[config.mk]
export PLATFORM = sky130hd
export DESIGN_NAME = accel_command_smoother_core_flat
export DESIGN_NICKNAME = d
export VERILOG_FILES = /design/src/hw/rtl/acs_pkg.sv /design/src/hw/rtl/acs_req_if.sv /design/src/hw/rtl/acs_rsp_if.sv /design/src/hw/rtl/acs_csr_if.sv /design/src/hw/rtl/acs_ram.sv /design/src/hw/rtl/accel_command_smoother_core.sv /design/src/flat_wrapper.sv
export VERILOG_INCLUDE_DIRS = /design/src /design/src/hw/rtl
export SDC_FILE = /design/constraint.sdc
export NUM_CORES = 2
export LEC_CHECK = 0
export BUFFER_PORTS_ARGS = -buffer_cell sky130_fd_sc_hd__buf_4
export CAP_MARGIN = 30
export CORE_MARGIN = 8
export CORE_UTILIZATION = 30
export DETAILED_ROUTE_END_ITERATION = 6
export SLEW_MARGIN = 20
export SYNTH_ARGS = -nofsm -noshare
export SYNTH_HDL_FRONTEND = slang
export SYNTH_SLANG_ARGS = --single-unit
[constraint.sdc]
create_clock -name clock -period 12.3 [get_ports clock]
set_clock_uncertainty 0.05 [all_clocks]
set_input_delay 0.615 -clock clock [delete_from_list [all_inputs] [get_ports clock]]
set_output_delay 0.615 -clock clock [all_outputs]
set_load 0.02 [all_outputs]
[src/hw/rtl/accel_command_smoother_core_assert.svh]
// ----------------------------------------------------------------------------
// Assertion macros for the acceleration command smoother
// Concurrent property macros used at the end of the top level. Without
// SYNTHESIS they expand to labelled assertions that report through $error;
// with SYNTHESIS they expand to nothing.
// ----------------------------------------------------------------------------
`ifndef ACCEL_COMMAND_SMOOTHER_CORE_ASSERT_SVH
`define ACCEL_COMMAND_SMOOTHER_CORE_ASSERT_SVH
`ifndef SYNTHESIS
// Same-cycle implication.
`define ACS_ASSERT_IMP(label, clk, rst, ante, cons) \
   label: assert property (@(posedge clk) disable iff (rst) (ante) |-> (cons)) \
      else $error("accel smoother: same-cycle check failed");
// Next-cycle implication.
`define ACS_ASSERT_NXT(label, clk, rst, ante, cons) \
   label: assert property (@(posedge clk) disable iff (rst) (ante) |=> (cons)) \
      else $error("accel smoother: next-cycle check failed");
`else
`define ACS_ASSERT_IMP(label, clk, rst, ante, cons)
`define ACS_ASSERT_NXT(label, clk, rst, ante, cons)
`endif
`endif

[src/hw/rtl/acs_pkg.sv]
`timescale 1ns / 1ps
// ----------------------------------------------------------------------------
// Acceleration command smoother package
// Widths, register indexes, datapath operations and the microcode program
// shared by the channel interfaces and the smoother core.
// ----------------------------------------------------------------------------
package acs_pkg;

   // Field and storage widths.
   localparam int AccelWidth    = 16;
   localparam int WindowMax     = 64;
   localparam int SlotWidth     = $clog2(WindowMax);
   localparam int CountWidth    = $clog2(WindowMax + 1);
   localparam int SumWidth      = AccelWidth + SlotWidth;
   localparam int LimWidth      = AccelWidth + 2;
   localparam int LenWidth      = 7;
   localparam int RiseWidth     = AccelWidth - 1;
   localparam int CsrIndexWidth = 3;
   localparam int DivCntWidth   = $clog2(SumWidth);
   localparam logic [DivCntWidth-1:0] DivLast = DivCntWidth'(SumWidth - 1);
   localparam int PcWidth       = 4;

   // Configuration register indexes.
   typedef enum logic [CsrIndexWidth-1:0] {
      CSR_WINDOW_LENGTH     = 3'd0,
      CSR_USE_MEASURED_PREV = 3'd1,
      CSR_ACCEL_MIN         = 3'd2,
      CSR_ACCEL_MAX         = 3'd3,
      CSR_RISE_STEP_MAX     = 3'd4,
      CSR_FALL_STEP         = 3'd5
   } csr_index_type;

   // Datapath operations selected by the control word.
   typedef enum logic [3:0] {
      OP_ADMIT    = 4'd0,
      OP_EVICT    = 4'd1,
      OP_PUSH     = 4'd2,
      OP_DIV_INIT = 4'd3,
      OP_DIV_STEP = 4'd4,
      OP_DIV_SIGN = 4'd5,
      OP_LIMIT    = 4'd6,
      OP_CLAMP    = 4'd7,
      OP_ZERO     = 4'd8
   } dp_op_type;

   // Jump conditions.
   typedef enum logic [1:0] {
      JMP_NEXT     = 2'd0,
      JMP_NO_PATH  = 2'd1,
      JMP_DIV_MORE = 2'd2
   } jmp_type;

   // Program addresses.
   localparam logic [PcWidth-1:0] PC_ADMIT    = 4'd0;
   localparam logic [PcWidth-1:0] PC_EVICT    = 4'd1;
   localparam logic [PcWidth-1:0] PC_PUSH     = 4'd2;
   localparam logic [PcWidth-1:0] PC_DIV_INIT = 4'd3;
   localparam logic [PcWidth-1:0] PC_DIV_STEP = 4'd4;
   localparam logic [PcWidth-1:0] PC_DIV_SIGN = 4'd5;
   localparam logic [PcWidth-1:0] PC_LIMIT    = 4'd6;
   localparam logic [PcWidth-1:0] PC_CLAMP    = 4'd7;
   localparam logic [PcWidth-1:0] PC_ZERO     = 4'd8;

   // One control word: operation, jump condition and target, end of program.
   typedef struct packed {
      dp_op_type              op;
      jmp_type                jmp;
      logic [PcWidth-1:0]     target;
      logic                   last;
   } ucode_type;

   // The program ROM.
   function automatic ucode_type ucode_word(input logic [PcWidth-1:0] pc);
      ucode_type w;
      case (pc)
         PC_ADMIT:    w = '{OP_ADMIT,    JMP_NO_PATH,  PC_ZERO,     1'b0};
         PC_EVICT:    w = '{OP_EVICT,    JMP_NEXT,     PC_ADMIT,    1'b0};
         PC_PUSH:     w = '{OP_PUSH,     JMP_NEXT,     PC_ADMIT,    1'b0};
         PC_DIV_INIT: w = '{OP_DIV_INIT, JMP_NEXT,     PC_ADMIT,    1'b0};
         PC_DIV_STEP: w = '{OP_DIV_STEP, JMP_DIV_MORE, PC_DIV_STEP, 1'b0};
         PC_DIV_SIGN: w = '{OP_DIV_SIGN, JMP_NEXT,     PC_ADMIT,    1'b0};
         PC_LIMIT:    w = '{OP_LIMIT,    JMP_NEXT,     PC_ADMIT,    1'b0};
         PC_CLAMP:    w = '{OP_CLAMP,    JMP_NEXT,     PC_ADMIT,    1'b1};
         PC_ZERO:     w = '{OP_ZERO,     JMP_NEXT,     PC_ADMIT,    1'b1};
         default:     w = '{OP_ZERO,     JMP_NEXT,     PC_ADMIT,    1'b1};
      endcase
      return w;
   endfunction

endpackage

[src/hw/rtl/acs_req_if.sv]
`timescale 1ns / 1ps
// ----------------------------------------------------------------------------
// Smoother request channel
// Carries one raw acceleration command with its measured acceleration and
// path flag per transfer.
// ----------------------------------------------------------------------------
interface acs_req_if;
   logic                                  valid;
   logic                                  ready;
   logic signed [acs_pkg::AccelWidth-1:0] raw_accel;
   logic signed [acs_pkg::AccelWidth-1:0] measured_accel;
   logic                                  path_present;

   modport source (output valid, raw_accel, measured_accel, path_present, input ready);
   modport sink   (input valid, raw_accel, measured_accel, path_present, output ready);
endinterface

[src/hw/rtl/acs_rsp_if.sv]
`timescale 1ns / 1ps
// ----------------------------------------------------------------------------
// Smoother response channel
// Carries one shaped acceleration command per transfer.
// ----------------------------------------------------------------------------
interface acs_rsp_if;
   logic                                  valid;
   logic                                  ready;
   logic signed [acs_pkg::AccelWidth-1:0] accel_command;

   modport source (output valid, accel_command, input ready);
   modport sink   (input valid, accel_command, output ready);
endinterface

[src/hw/rtl/acs_csr_if.sv]
`timescale 1ns / 1ps
// ----------------------------------------------------------------------------
// Smoother configuration write channel
// Carries a register index and its write data per transfer.
// ----------------------------------------------------------------------------
interface acs_csr_if;
   logic                                 valid;
   logic                                 ready;
   logic [acs_pkg::CsrIndexWidth-1:0]    reg_index;
   logic [acs_pkg::AccelWidth-1:0]       write_data;

   modport source (output valid, reg_index, write_data, input ready);
   modport sink   (input valid, reg_index, write_data, output ready);
endinterface

[src/hw/rtl/acs_ram.sv]
`timescale 1ns / 1ps
// ----------------------------------------------------------------------------
// Generic simple dual-port RAM
// One write port and one read port, with registered read data.
// ----------------------------------------------------------------------------
module acs_ram #(
   parameter int Width = 16,
   parameter int Depth = 64
) (
   input  logic                     clock,
   input  logic                     wr_en,
   input  logic [$clog2(Depth)-1:0] wr_addr,
   input  logic [Width-1:0]         wr_data,
   input  logic [$clog2(Depth)-1:0] rd_addr,
   output logic [Width-1:0]         rd_data
);

   logic [Width-1:0] mem_ff [Depth];
   logic [Width-1:0] rd_data_ff;

   // Write port and registered read port.
   always_ff @(posedge clock) begin
      if (wr_en) begin
         mem_ff[wr_addr] <= wr_data;
      end
      rd_data_ff <= mem_ff[rd_addr];
   end

   assign rd_data = rd_data_ff;

endmodule

[src/hw/rtl/accel_command_smoother_core.sv]
`timescale 1ns / 1ps
// ----------------------------------------------------------------------------
// Acceleration command smoother core
// Moving average over a sliding window of raw commands, rate limited against
// the previous (or measured) acceleration and clamped to a configured range.
// ----------------------------------------------------------------------------
// One request is processed at a time. Most of the work for a request with a
// path is the shift-subtract divider that forms the window mean, one
// iteration per bit of the 22-bit window sum, run by a small microcode
// program over one shared datapath. A request without a path jumps from the
// admit step straight to the zero step and answers 0. The finished result
// waits in an output register, so the next request is taken while the result
// is still pending; the program stalls in its final step only if the previous
// result has not yet been taken. The sample window lives in a RAM and needs
// no clearing pass after reset: the fill count ensures only written entries
// are read. Writing window_length restarts warm-up. Configuration writes are
// always accepted and are meant to be issued while no request is in flight.
// ----------------------------------------------------------------------------
`include "accel_command_smoother_core_assert.svh"

module accel_command_smoother_core (
   input  logic      clock,
   input  logic      reset,
   acs_req_if.sink   req_chan,
   acs_rsp_if.source rsp_chan,
   acs_csr_if.sink   csr_chan
);

   // Sign extension helpers.
   function automatic logic signed [acs_pkg::LimWidth-1:0] ext_lim(
      input logic signed [acs_pkg::AccelWidth-1:0] v);
      return {{(acs_pkg::LimWidth - acs_pkg::AccelWidth){v[acs_pkg::AccelWidth-1]}}, v};
   endfunction

   function automatic logic signed [acs_pkg::SumWidth-1:0] ext_sum(
      input logic signed [acs_pkg::AccelWidth-1:0] v);
      return {{(acs_pkg::SumWidth - acs_pkg::AccelWidth){v[acs_pkg::AccelWidth-1]}}, v};
   endfunction

   // Configuration registers.
   logic [acs_pkg::LenWidth-1:0]          wl_ff, wl_in;
   logic                                  use_meas_ff, use_meas_in;
   logic signed [acs_pkg::AccelWidth-1:0] min_ff, min_in;
   logic signed [acs_pkg::AccelWidth-1:0] max_ff, max_in;
   logic [acs_pkg::RiseWidth-1:0]         rise_ff, rise_in;
   logic signed [acs_pkg::AccelWidth-1:0] fs_ff, fs_in;

   // Sequencer.
   logic                                  busy_ff, busy_in;
   logic [acs_pkg::PcWidth-1:0]           pc_ff, pc_in;
   acs_pkg::ucode_type                    cw;
   logic                                  take_jmp;
   logic                                  step_en;
   logic                                  req_fire;
   logic                                  csr_fire;

   // Latched request.
   logic signed [acs_pkg::AccelWidth-1:0] raw_ff, raw_in;
   logic signed [acs_pkg::AccelWidth-1:0] meas_ff, meas_in;
   logic                                  path_ff, path_in;

   // Window state.
   logic [acs_pkg::CountWidth-1:0]        fill_ff, fill_in;
   logic [acs_pkg::SlotWidth-1:0]         slot_ff, slot_in;
   logic signed [acs_pkg::SumWidth-1:0]   sum_ff, sum_in;
   logic                                  evict_ff, evict_in;
   logic [acs_pkg::CountWidth-1:0]        eff_len;
   logic                                  fill_lt;
   logic [acs_pkg::SlotWidth-1:0]         old_addr;
   logic                                  ram_we;
   logic [acs_pkg::AccelWidth-1:0]        ram_rdata;

   // Divider.
   logic [acs_pkg::SumWidth-1:0]          quo_ff, quo_in;
   logic [acs_pkg::CountWidth-1:0]        rem_ff, rem_in;
   logic                                  neg_ff, neg_in;
   logic [acs_pkg::DivCntWidth-1:0]       div_cnt_ff, div_cnt_in;
   logic [acs_pkg::SumWidth-1:0]          sum_mag;
   logic [acs_pkg::CountWidth:0]          rem_sh;
   logic [acs_pkg::CountWidth:0]          rem_diff;
   logic                                  div_ge;
   logic [acs_pkg::AccelWidth:0]          mean_mag;
   logic [acs_pkg::AccelWidth:0]          mean_full;

   // Limiter and clamp.
   logic signed [acs_pkg::AccelWidth-1:0] mean_ff, mean_in;
   logic signed [acs_pkg::LimWidth-1:0]   limit_ff, limit_in;
   logic signed [acs_pkg::LimWidth-1:0]   prev_x, mean_x, rise_x, fs_x, fs_abs;
   logic signed [acs_pkg::LimWidth-1:0]   diff, diff_neg, limit_res;
   logic signed [acs_pkg::LimWidth-1:0]   hi_x, lo_x, clamp_x;
   logic signed [acs_pkg::AccelWidth-1:0] clamp_res;

   // Output and history.
   logic signed [acs_pkg::AccelWidth-1:0] prev_ff, prev_in;
   logic                                  rsp_valid_ff, rsp_valid_in;
   logic signed [acs_pkg::AccelWidth-1:0] rsp_data_ff, rsp_data_in;

   // Handshakes.
   assign req_chan.ready         = !busy_ff;
   assign csr_chan.ready         = 1'b1;
   assign req_fire               = req_chan.valid && req_chan.ready;
   assign csr_fire               = csr_chan.valid && csr_chan.ready;
   assign rsp_chan.valid         = rsp_valid_ff;
   assign rsp_chan.accel_command = rsp_data_ff;

   // Effective window length, saturated to one and to the window size.
   always_comb begin
      if (wl_ff == '0) begin
         eff_len = acs_pkg::CountWidth'(1);
      end else if (acs_pkg::CountWidth'(wl_ff) > acs_pkg::CountWidth'(acs_pkg::WindowMax)) begin
         eff_len = acs_pkg::CountWidth'(acs_pkg::WindowMax);
      end else begin
         eff_len = acs_pkg::CountWidth'(wl_ff);
      end
   end

   assign fill_lt  = fill_ff < eff_len;
   assign old_addr = slot_ff - eff_len[acs_pkg::SlotWidth-1:0];

   // Control word fetch and jump decision.
   always_comb begin
      cw = acs_pkg::ucode_word(pc_ff);
      case (cw.jmp)
         acs_pkg::JMP_NEXT:     take_jmp = 1'b0;
         acs_pkg::JMP_NO_PATH:  take_jmp = !path_ff;
         acs_pkg::JMP_DIV_MORE: take_jmp = div_cnt_ff != acs_pkg::DivLast;
         default:               take_jmp = 1'b0;
      endcase
      // The final step waits while the output register still holds a result.
      step_en = busy_ff && !(cw.last && rsp_valid_ff && !rsp_chan.ready);
   end

   assign ram_we = step_en && (cw.op == acs_pkg::OP_PUSH);

   // Divider step: shift in the next dividend bit and subtract when it fits.
   always_comb begin
      sum_mag   = sum_ff[acs_pkg::SumWidth-1] ? acs_pkg::SumWidth'(-sum_ff)
                                              : acs_pkg::SumWidth'(sum_ff);
      rem_sh    = {rem_ff, quo_ff[acs_pkg::SumWidth-1]};
      rem_diff  = rem_sh - {1'b0, fill_ff};
      div_ge    = rem_sh >= {1'b0, fill_ff};
      mean_mag  = quo_ff[acs_pkg::AccelWidth:0];
      mean_full = neg_ff ? (~mean_mag + 1'b1) : mean_mag;
   end

   // Rate limiter against the previous or measured acceleration.
   always_comb begin
      prev_x   = ext_lim(use_meas_ff ? meas_ff : prev_ff);
      mean_x   = ext_lim(mean_ff);
      rise_x   = {{(acs_pkg::LimWidth - acs_pkg::RiseWidth){1'b0}}, rise_ff};
      fs_x     = ext_lim(fs_ff);
      fs_abs   = fs_x[acs_pkg::LimWidth-1] ? -fs_x : fs_x;
      diff     = mean_x - prev_x;
      diff_neg = -diff;
      if (!diff[acs_pkg::LimWidth-1] && (diff > rise_x)) begin
         limit_res = prev_x + rise_x;
      end else if (diff[acs_pkg::LimWidth-1] && (diff_neg > fs_abs)) begin
         limit_res = prev_x + fs_x;
      end else begin
         limit_res = mean_x;
      end
   end

   // Clamp: maximum first, then minimum.
   always_comb begin
      hi_x    = ext_lim(max_ff);
      lo_x    = ext_lim(min_ff);
      clamp_x = limit_ff;
      if (clamp_x > hi_x) begin
         clamp_x = hi_x;
      end
      if (clamp_x < lo_x) begin
         clamp_x = lo_x;
      end
      clamp_res = clamp_x[acs_pkg::AccelWidth-1:0];
   end

   // Next-state logic for the sequencer, datapath and configuration.
   always_comb begin
      busy_in      = busy_ff;
      pc_in        = pc_ff;
      raw_in       = raw_ff;
      meas_in      = meas_ff;
      path_in      = path_ff;
      fill_in      = fill_ff;
      slot_in      = slot_ff;
      sum_in       = sum_ff;
      evict_in     = evict_ff;
      quo_in       = quo_ff;
      rem_in       = rem_ff;
      neg_in       = neg_ff;
      div_cnt_in   = div_cnt_ff;
      mean_in      = mean_ff;
      limit_in     = limit_ff;
      prev_in      = prev_ff;
      rsp_valid_in = rsp_valid_ff;
      rsp_data_in  = rsp_data_ff;
      wl_in        = wl_ff;
      use_meas_in  = use_meas_ff;
      min_in       = min_ff;
      max_in       = max_ff;
      rise_in      = rise_ff;
      fs_in        = fs_ff;

      // The pending result leaves on its transfer.
      if (rsp_valid_ff && rsp_chan.ready) begin
         rsp_valid_in = 1'b0;
      end

      // Start a new program run on an accepted request.
      if (req_fire) begin
         busy_in = 1'b1;
         pc_in   = acs_pkg::PC_ADMIT;
         raw_in  = req_chan.raw_accel;
         meas_in = req_chan.measured_accel;
         path_in = req_chan.path_present;
      end

      if (step_en) begin
         // Program counter.
         if (cw.last) begin
            busy_in = 1'b0;
         end else if (take_jmp) begin
            pc_in = cw.target;
         end else begin
            pc_in = pc_ff + 1'b1;
         end

         // Datapath operation.
         case (cw.op)
            acs_pkg::OP_ADMIT: begin
               if (path_ff) begin
                  evict_in = !fill_lt;
                  if (fill_lt) begin
                     fill_in = fill_ff + 1'b1;
                  end
               end
            end
            acs_pkg::OP_EVICT: begin
               if (evict_ff) begin
                  sum_in = sum_ff - ext_sum(ram_rdata);
               end
            end
            acs_pkg::OP_PUSH: begin
               sum_in  = sum_ff + ext_sum(raw_ff);
               slot_in = slot_ff + 1'b1;
            end
            acs_pkg::OP_DIV_INIT: begin
               quo_in     = sum_mag;
               neg_in     = sum_ff[acs_pkg::SumWidth-1];
               rem_in     = '0;
               div_cnt_in = '0;
            end
            acs_pkg::OP_DIV_STEP: begin
               rem_in     = div_ge ? rem_diff[acs_pkg::CountWidth-1:0]
                                   : rem_sh[acs_pkg::CountWidth-1:0];
               quo_in     = {quo_ff[acs_pkg::SumWidth-2:0], div_ge};
               div_cnt_in = div_cnt_ff + 1'b1;
            end
            acs_pkg::OP_DIV_SIGN: begin
               mean_in = mean_full[acs_pkg::AccelWidth-1:0];
            end
            acs_pkg::OP_LIMIT: begin
               limit_in = limit_res;
            end
            acs_pkg::OP_CLAMP: begin
               prev_in      = clamp_res;
               rsp_data_in  = clamp_res;
               rsp_valid_in = 1'b1;
            end
            acs_pkg::OP_ZERO: begin
               prev_in      = '0;
               rsp_data_in  = '0;
               rsp_valid_in = 1'b1;
            end
            default: begin
               busy_in = 1'b0;
            end
         endcase
      end

      // Configuration writes; a window length write restarts warm-up.
      if (csr_fire) begin
         case (csr_chan.reg_index)
            acs_pkg::CSR_WINDOW_LENGTH: begin
               wl_in   = csr_chan.write_data[acs_pkg::LenWidth-1:0];
               fill_in = '0;
               slot_in = '0;
               sum_in  = '0;
            end
            acs_pkg::CSR_USE_MEASURED_PREV: use_meas_in = csr_chan.write_data[0];
            acs_pkg::CSR_ACCEL_MIN:         min_in      = csr_chan.write_data;
            acs_pkg::CSR_ACCEL_MAX:         max_in      = csr_chan.write_data;
            acs_pkg::CSR_RISE_STEP_MAX: begin
               rise_in = csr_chan.write_data[acs_pkg::RiseWidth-1:0];
            end
            acs_pkg::CSR_FALL_STEP:         fs_in       = csr_chan.write_data;
            default: begin
               wl_in = wl_ff;
            end
         endcase
      end
   end

   // Control and state registers with reset.
   always_ff @(posedge clock) begin
      if (reset) begin
         busy_ff      <= 1'b0;
         pc_ff        <= acs_pkg::PC_ADMIT;
         fill_ff      <= '0;
         slot_ff      <= '0;
         sum_ff       <= '0;
         prev_ff      <= '0;
         rsp_valid_ff <= 1'b0;
         wl_ff        <= acs_pkg::LenWidth'(1);
         use_meas_ff  <= 1'b0;
         min_ff       <= {1'b1, {(acs_pkg::AccelWidth - 1){1'b0}}};
         max_ff       <= {1'b0, {(acs_pkg::AccelWidth - 1){1'b1}}};
         rise_ff      <= '1;
         fs_ff        <= {1'b1, {(acs_pkg::AccelWidth - 1){1'b0}}};
      end else begin
         busy_ff      <= busy_in;
         pc_ff        <= pc_in;
         fill_ff      <= fill_in;
         slot_ff      <= slot_in;
         sum_ff       <= sum_in;
         prev_ff      <= prev_in;
         rsp_valid_ff <= rsp_valid_in;
         wl_ff        <= wl_in;
         use_meas_ff  <= use_meas_in;
         min_ff       <= min_in;
         max_ff       <= max_in;
         rise_ff      <= rise_in;
         fs_ff        <= fs_in;
      end
   end

   // Payload and working registers.
   always_ff @(posedge clock) begin
      raw_ff      <= raw_in;
      meas_ff     <= meas_in;
      path_ff     <= path_in;
      evict_ff    <= evict_in;
      quo_ff      <= quo_in;
      rem_ff      <= rem_in;
      neg_ff      <= neg_in;
      div_cnt_ff  <= div_cnt_in;
      mean_ff     <= mean_in;
      limit_ff    <= limit_in;
      rsp_data_ff <= rsp_data_in;
   end

   // Sample window storage.
   acs_ram #(
      .Width (acs_pkg::AccelWidth),
      .Depth (acs_pkg::WindowMax)
   ) u_window (
      .clock   (clock),
      .wr_en   (ram_we),
      .wr_addr (slot_ff),
      .wr_data (raw_ff),
      .rd_addr (old_addr),
      .rd_data (ram_rdata)
   );

   // An accepted request always starts the program at its first step.
   `ACS_ASSERT_NXT(a_start_at_admit, clock, reset, req_fire, busy_ff && (pc_ff == acs_pkg::PC_ADMIT))
   // The window never holds more samples than its effective length.
   `ACS_ASSERT_IMP(a_fill_bounded, clock, reset, 1'b1, fill_ff <= eff_len)
   // The divider remainder stays below the divisor once the quotient is done.
   `ACS_ASSERT_IMP(a_rem_below_div, clock, reset, busy_ff && (pc_ff == acs_pkg::PC_DIV_SIGN), rem_ff < fill_ff)
   // A pending result is always the value kept as the previous output.
   `ACS_ASSERT_IMP(a_prev_matches, clock, reset, rsp_valid_ff, prev_ff == rsp_data_ff)

endmodule

[src/flat_wrapper.sv]
// flat-port wrapper written by rule: the top's interface ports become plain ports
module accel_command_smoother_core_flat 
  (clock, reset, req_chan_valid, req_chan_raw_accel, req_chan_measured_accel, req_chan_path_present, req_chan_ready, rsp_chan_valid, rsp_chan_accel_command, rsp_chan_ready, csr_chan_valid, csr_chan_reg_index, csr_chan_write_data, csr_chan_ready);
  acs_req_if req_chan_i ();
  acs_rsp_if rsp_chan_i ();
  acs_csr_if csr_chan_i ();
  input  logic clock;
  input  logic reset;
  input wire logic [$bits(req_chan_i.valid)-1:0] req_chan_valid;
  input wire logic [$bits(req_chan_i.raw_accel)-1:0] req_chan_raw_accel;
  input wire logic [$bits(req_chan_i.measured_accel)-1:0] req_chan_measured_accel;
  input wire logic [$bits(req_chan_i.path_present)-1:0] req_chan_path_present;
  output wire logic [$bits(req_chan_i.ready)-1:0] req_chan_ready;
  output wire logic [$bits(rsp_chan_i.valid)-1:0] rsp_chan_valid;
  output wire logic [$bits(rsp_chan_i.accel_command)-1:0] rsp_chan_accel_command;
  input wire logic [$bits(rsp_chan_i.ready)-1:0] rsp_chan_ready;
  input wire logic [$bits(csr_chan_i.valid)-1:0] csr_chan_valid;
  input wire logic [$bits(csr_chan_i.reg_index)-1:0] csr_chan_reg_index;
  input wire logic [$bits(csr_chan_i.write_data)-1:0] csr_chan_write_data;
  output wire logic [$bits(csr_chan_i.ready)-1:0] csr_chan_ready;
  assign req_chan_i.valid = req_chan_valid;
  assign req_chan_i.raw_accel = req_chan_raw_accel;
  assign req_chan_i.measured_accel = req_chan_measured_accel;
  assign req_chan_i.path_present = req_chan_path_present;
  assign req_chan_ready = req_chan_i.ready;
  assign rsp_chan_valid = rsp_chan_i.valid;
  assign rsp_chan_accel_command = rsp_chan_i.accel_command;
  assign rsp_chan_i.ready = rsp_chan_ready;
  assign csr_chan_i.valid = csr_chan_valid;
  assign csr_chan_i.reg_index = csr_chan_reg_index;
  assign csr_chan_i.write_data = csr_chan_write_data;
  assign csr_chan_ready = csr_chan_i.ready;
  accel_command_smoother_core u_core (.clock(clock), .reset(reset), .req_chan(req_chan_i), .rsp_chan(rsp_chan_i), .csr_chan(csr_chan_i));
endmodule
==> impl_metrics.env <==
export IMPL_setup_viol=0
export IMPL_reg2regPathDepth=19
export IMPL_syn_area_per_cell_um2=15.85
export IMPL_min_period_ns=6.113
export IMPL_synthMuxAreaShare_pct=14.17
export IMPL_track_usage_pct=13.64
export IMPL_holdCritStartpoint="csr_chan_write_data[15]"
export IMPL_clk_latency_ns=0.75
export IMPL_whs_path_depth=2
export IMPL_peakVddDrop_v=0.0001419
export IMPL_yosysTopAreaCell="edfxtp_1"
export IMPL_via_count=32240
export IMPL_synth_top_family_by_area="multiplexers"
export IMPL_synth_edf_count=1142
export IMPL_hold_buffers=36
export IMPL_syn_area_mm2=0.05723
export IMPL_cp_num_buf_inv=1
export IMPL_cts_resized=0
export IMPL_wire_per_inst_um=22.35
export IMPL_grt_ovfl_total=0
export IMPL_coreArea_mm2=0.1898
export IMPL_drc=0
export IMPL_grt_pass1_vias=32540
export IMPL_rows=160
export IMPL_maxSlewHeadroom_pct=32.77
export IMPL_leakagePower_uw=0.02228
export IMPL_comb_power_share_pct=6.9
export IMPL_cts_buffers=133
export IMPL_crit_slowest_cell="mux2i_1"
export IMPL_status="completed"
export IMPL_worstPathMaxFanout=11
export IMPL_crit_required_ns=12.71
export IMPL_seqPwrFrac_pct=51.8
export IMPL_portBuffers=74
export IMPL_start_kind="flip-flop"
export IMPL_worst_pin_slew_ns=1.002
export IMPL_cts_root_buffer="clkbuf_16"
export IMPL_cts_htree_levels=4
export IMPL_layout_common_cells="1,142 x edfxtp_1, 320 x mux4_2, 246 x nand2_1, 194 x nor2_1, 183 x ha_1"
export IMPL_yosysWarnings=0
export IMPL_fmax_mhz=163.6
export IMPL_drive_above_1_share_pct=19.22
export IMPL_pin_count=76
export IMPL_syn_inst=3612
export IMPL_reg2reg_from="u_core.use_meas_ff"
export IMPL_async_flop_share_pct=0
export IMPL_cap_violations=0
export IMPL_slowest_delay_ns=0.64
export IMPL_tritoncts="done"
export IMPL_hold_class="in2reg"
export IMPL_hpwl_um=88990
export IMPL_netlist_area_leader_share_pct=59.92
export IMPL_path_delay_family="compound AO/OA/AOI/OAI gates"
export IMPL_clockBufferDepth=3
export IMPL_p_total_uw=9323
export IMPL_rrSetupSlack_ns=6.19
export IMPL_antenna_found_initial=2
export IMPL_hold_end="u_core.min_ff[15]"
export IMPL_synth_cell_types=85
export IMPL_fin_crit_sh_pct=49.70
export IMPL_synth_adder_area_share_pct=4.267
export IMPL_p_switching_uw=2121
export IMPL_crit_chain="mux2i_1 -> ha_1 -> nor2b_1 -> o2111ai_1 -> nand3_1 -> a31o_2 -> nand4b_1 -> o311ai_0 -> nor4_1 -> nand2b_1 -> xnor2_1 -> ha_1 -> a21o_1 -> a2111oi_0 -> nand3b_1 -> o311a_1 -> buf_8 -> mux2i_1 -> o21ai_0"
export IMPL_power_frac_clock_pct=41.3
export IMPL_worst_setup_path_type="reg2reg"
export IMPL_wl_um=143700
export IMPL_clkTransAtPathRegs_ns=0.06
export IMPL_p_int_uw=7202
export IMPL_insertedDiodeCount=0
export IMPL_p_per_area_mw_per_mm2=141.5
export IMPL_place_gp_congestion=0.8638
export IMPL_worst_r2r_endpoint="u_core.limit_ff[4]"
export IMPL_synthXorXnorAreaFrac_pct=2.324
export IMPL_slew_violations=0
export IMPL_die_w_um=452.8
export IMPL_synth_compound_area_share_pct=5.979
export IMPL_grt_pass1_wl_um=212700
export IMPL_nNetsFinal=4068
export IMPL_worstPathArrival_ns=6.52
export IMPL_ant_nets=0
export IMPL_grt_max_degree=93
export IMPL_die_area_mm2=0.2050
export IMPL_initial_core_util_pct=30.16
export IMPL_switching_share_pct=22.75
export IMPL_hold_viol=0
export IMPL_dieHeight_um=452.8
export IMPL_critPathCaptureType="flip-flop"
export IMPL_ys_ff_latch=1293
export IMPL_fin_setup_tns_ns=0
export IMPL_ys_seq_area_share_pct=65.20
export IMPL_area_growth_pct=15.12
export IMPL_grt_setup_unrepaired="no"
export IMPL_post_cts_buffers=0
export IMPL_drt_first_pass_iters=5
export IMPL_synth_main_ff_cell="edfxtp_1"
export IMPL_via_per_inst=5.015
export IMPL_clkSinkCount=1293
export IMPL_final_common_cell="edfxtp_1"
export IMPL_yosys_top_cells_area="edfxtp_1 60%, mux4_2 13%, dfxtp_1 5.3%, ha_1 4.0%, nand2_1 1.6%"
export IMPL_yosys_area_share_simple_pct=6.090
export IMPL_first_iter_violations=2736
export IMPL_crit_start="u_core.use_meas_ff"
[cell usage after synthesis, drive strengths merged, types with 5 or more instances]
library cell and n:
or3 20, mux4 320, a211o 23, o31ai 22, a31oi 12, a22oi 9
nand3 34, xor2 67, ha 184, and3 19, nor4 8, nand4 23
o211ai 5, nand3b 24, or4 5, a21oi 154, o21a 15, clkbuf 105
nand2 246, o41ai 5, or2 10, o21ai 142, inv 132, fa 7
a221oi 7, nor2b 43, nor2 229, buf 48, nor3 43, dfxtp 151
a211oi 32, mux2i 86, xnor2 84, o22ai 8, nand2b 25, and2 6
edfxtp 1142, a21o 42, o21bai 8
[how the worst max path moves through the flow]
stage	endpoint	slack, ns	cells past startpoint
after global placement	u_core.limit_ff[14]	6.03	18
after detailed placement	u_core.limit_ff[4]	6.23	19
after floorplan	u_core.limit_ff[16]	6.70	21
after CTS	u_core.limit_ff[4]	6.20	19
after global routing	u_core.limit_ff[4]	5.72	18
final	u_core.limit_ff[4]	6.19	19
[power by group through the flow]
stage / Sequential [uW] / Combinational [uW] / Clock [uW]
3_5_place_dp: 4920 / 639 / 0
6_report: 4830 / 643 / 3850
3_3_place_gp: 4920 / 628 / 0
2_1_floorplan: 4950 / 389 / 0
4_1_cts: 4830 / 652 / 3950
5_1_grt: 4830 / 698 / 4110
[cell type report]
| type | count | area, um2 |
|---|---|---|
| Tap cell | 2511 | 3142 |
| Clock buffer | 172 | 3547 |
| Inverter | 132 | 495.5 |
| Timing Repair Buffer | 224 | 1832 |
| Multi-Input combinational cell | 2036 | 19000 |
| Sequential cell | 1293 | 37320 |
| Clock inverter | 60 | 558.0 |
| Fill cell | 18070 | 123900 |
[logic make-up (layout without fill, tap and decap cells)]
| group | count (synthesis) | in the layout |
|---|---|---|
| muxes | 410 | 410 |
| and+or+nand+nor | 749 | 749 |
| DFF | 1293 | 1293 |
| AOI/OAI and AO/OA | 532 | 532 |
| xor gates and xnor gates | 151 | 151 |
| adders and majority gates | 191 | 191 |
| buffers and inverters | 285 | 588 |
| other | 1 | 3 |
[layer usage]
layer	wire, um	GRT usage, %
met1	61010	17.75
met2	71290	23.62
met3	7780	2.225
met4	3602	3.772
met5	0	0
[per-stage QoR]
stage | hold slack, ns | area, um2 | setup WS [ns] | util [%] | std cells
floorplan | 0.3744 | 57240 | 6.700 | - | 3614
global placement | 0.3919 | 61350 | 6.034 | 32.32 | 6156
detailed placement | 0.3958 | 61410 | 6.234 | 32.36 | 6159
CTS | 0.005142 | 65880 | 6.195 | 34.71 | 6427
global route | 0.03881 | 65890 | 5.720 | 34.72 | 6428
finish | 0.06965 | 65890 | 6.187 | 34.72 | 6428
[sequential cells by signal, indices dropped and copies added (netlist names), 17 cells and up]
| register | count |
|---|---|
| u_core.limit_ff | 17 |
| u_core.u_window.mem_ff | 1024 |
| u_core.sum_ff | 22 |
| u_core.quo_ff | 22 |
No activity file was read; power rests on OpenSTA's default activity.
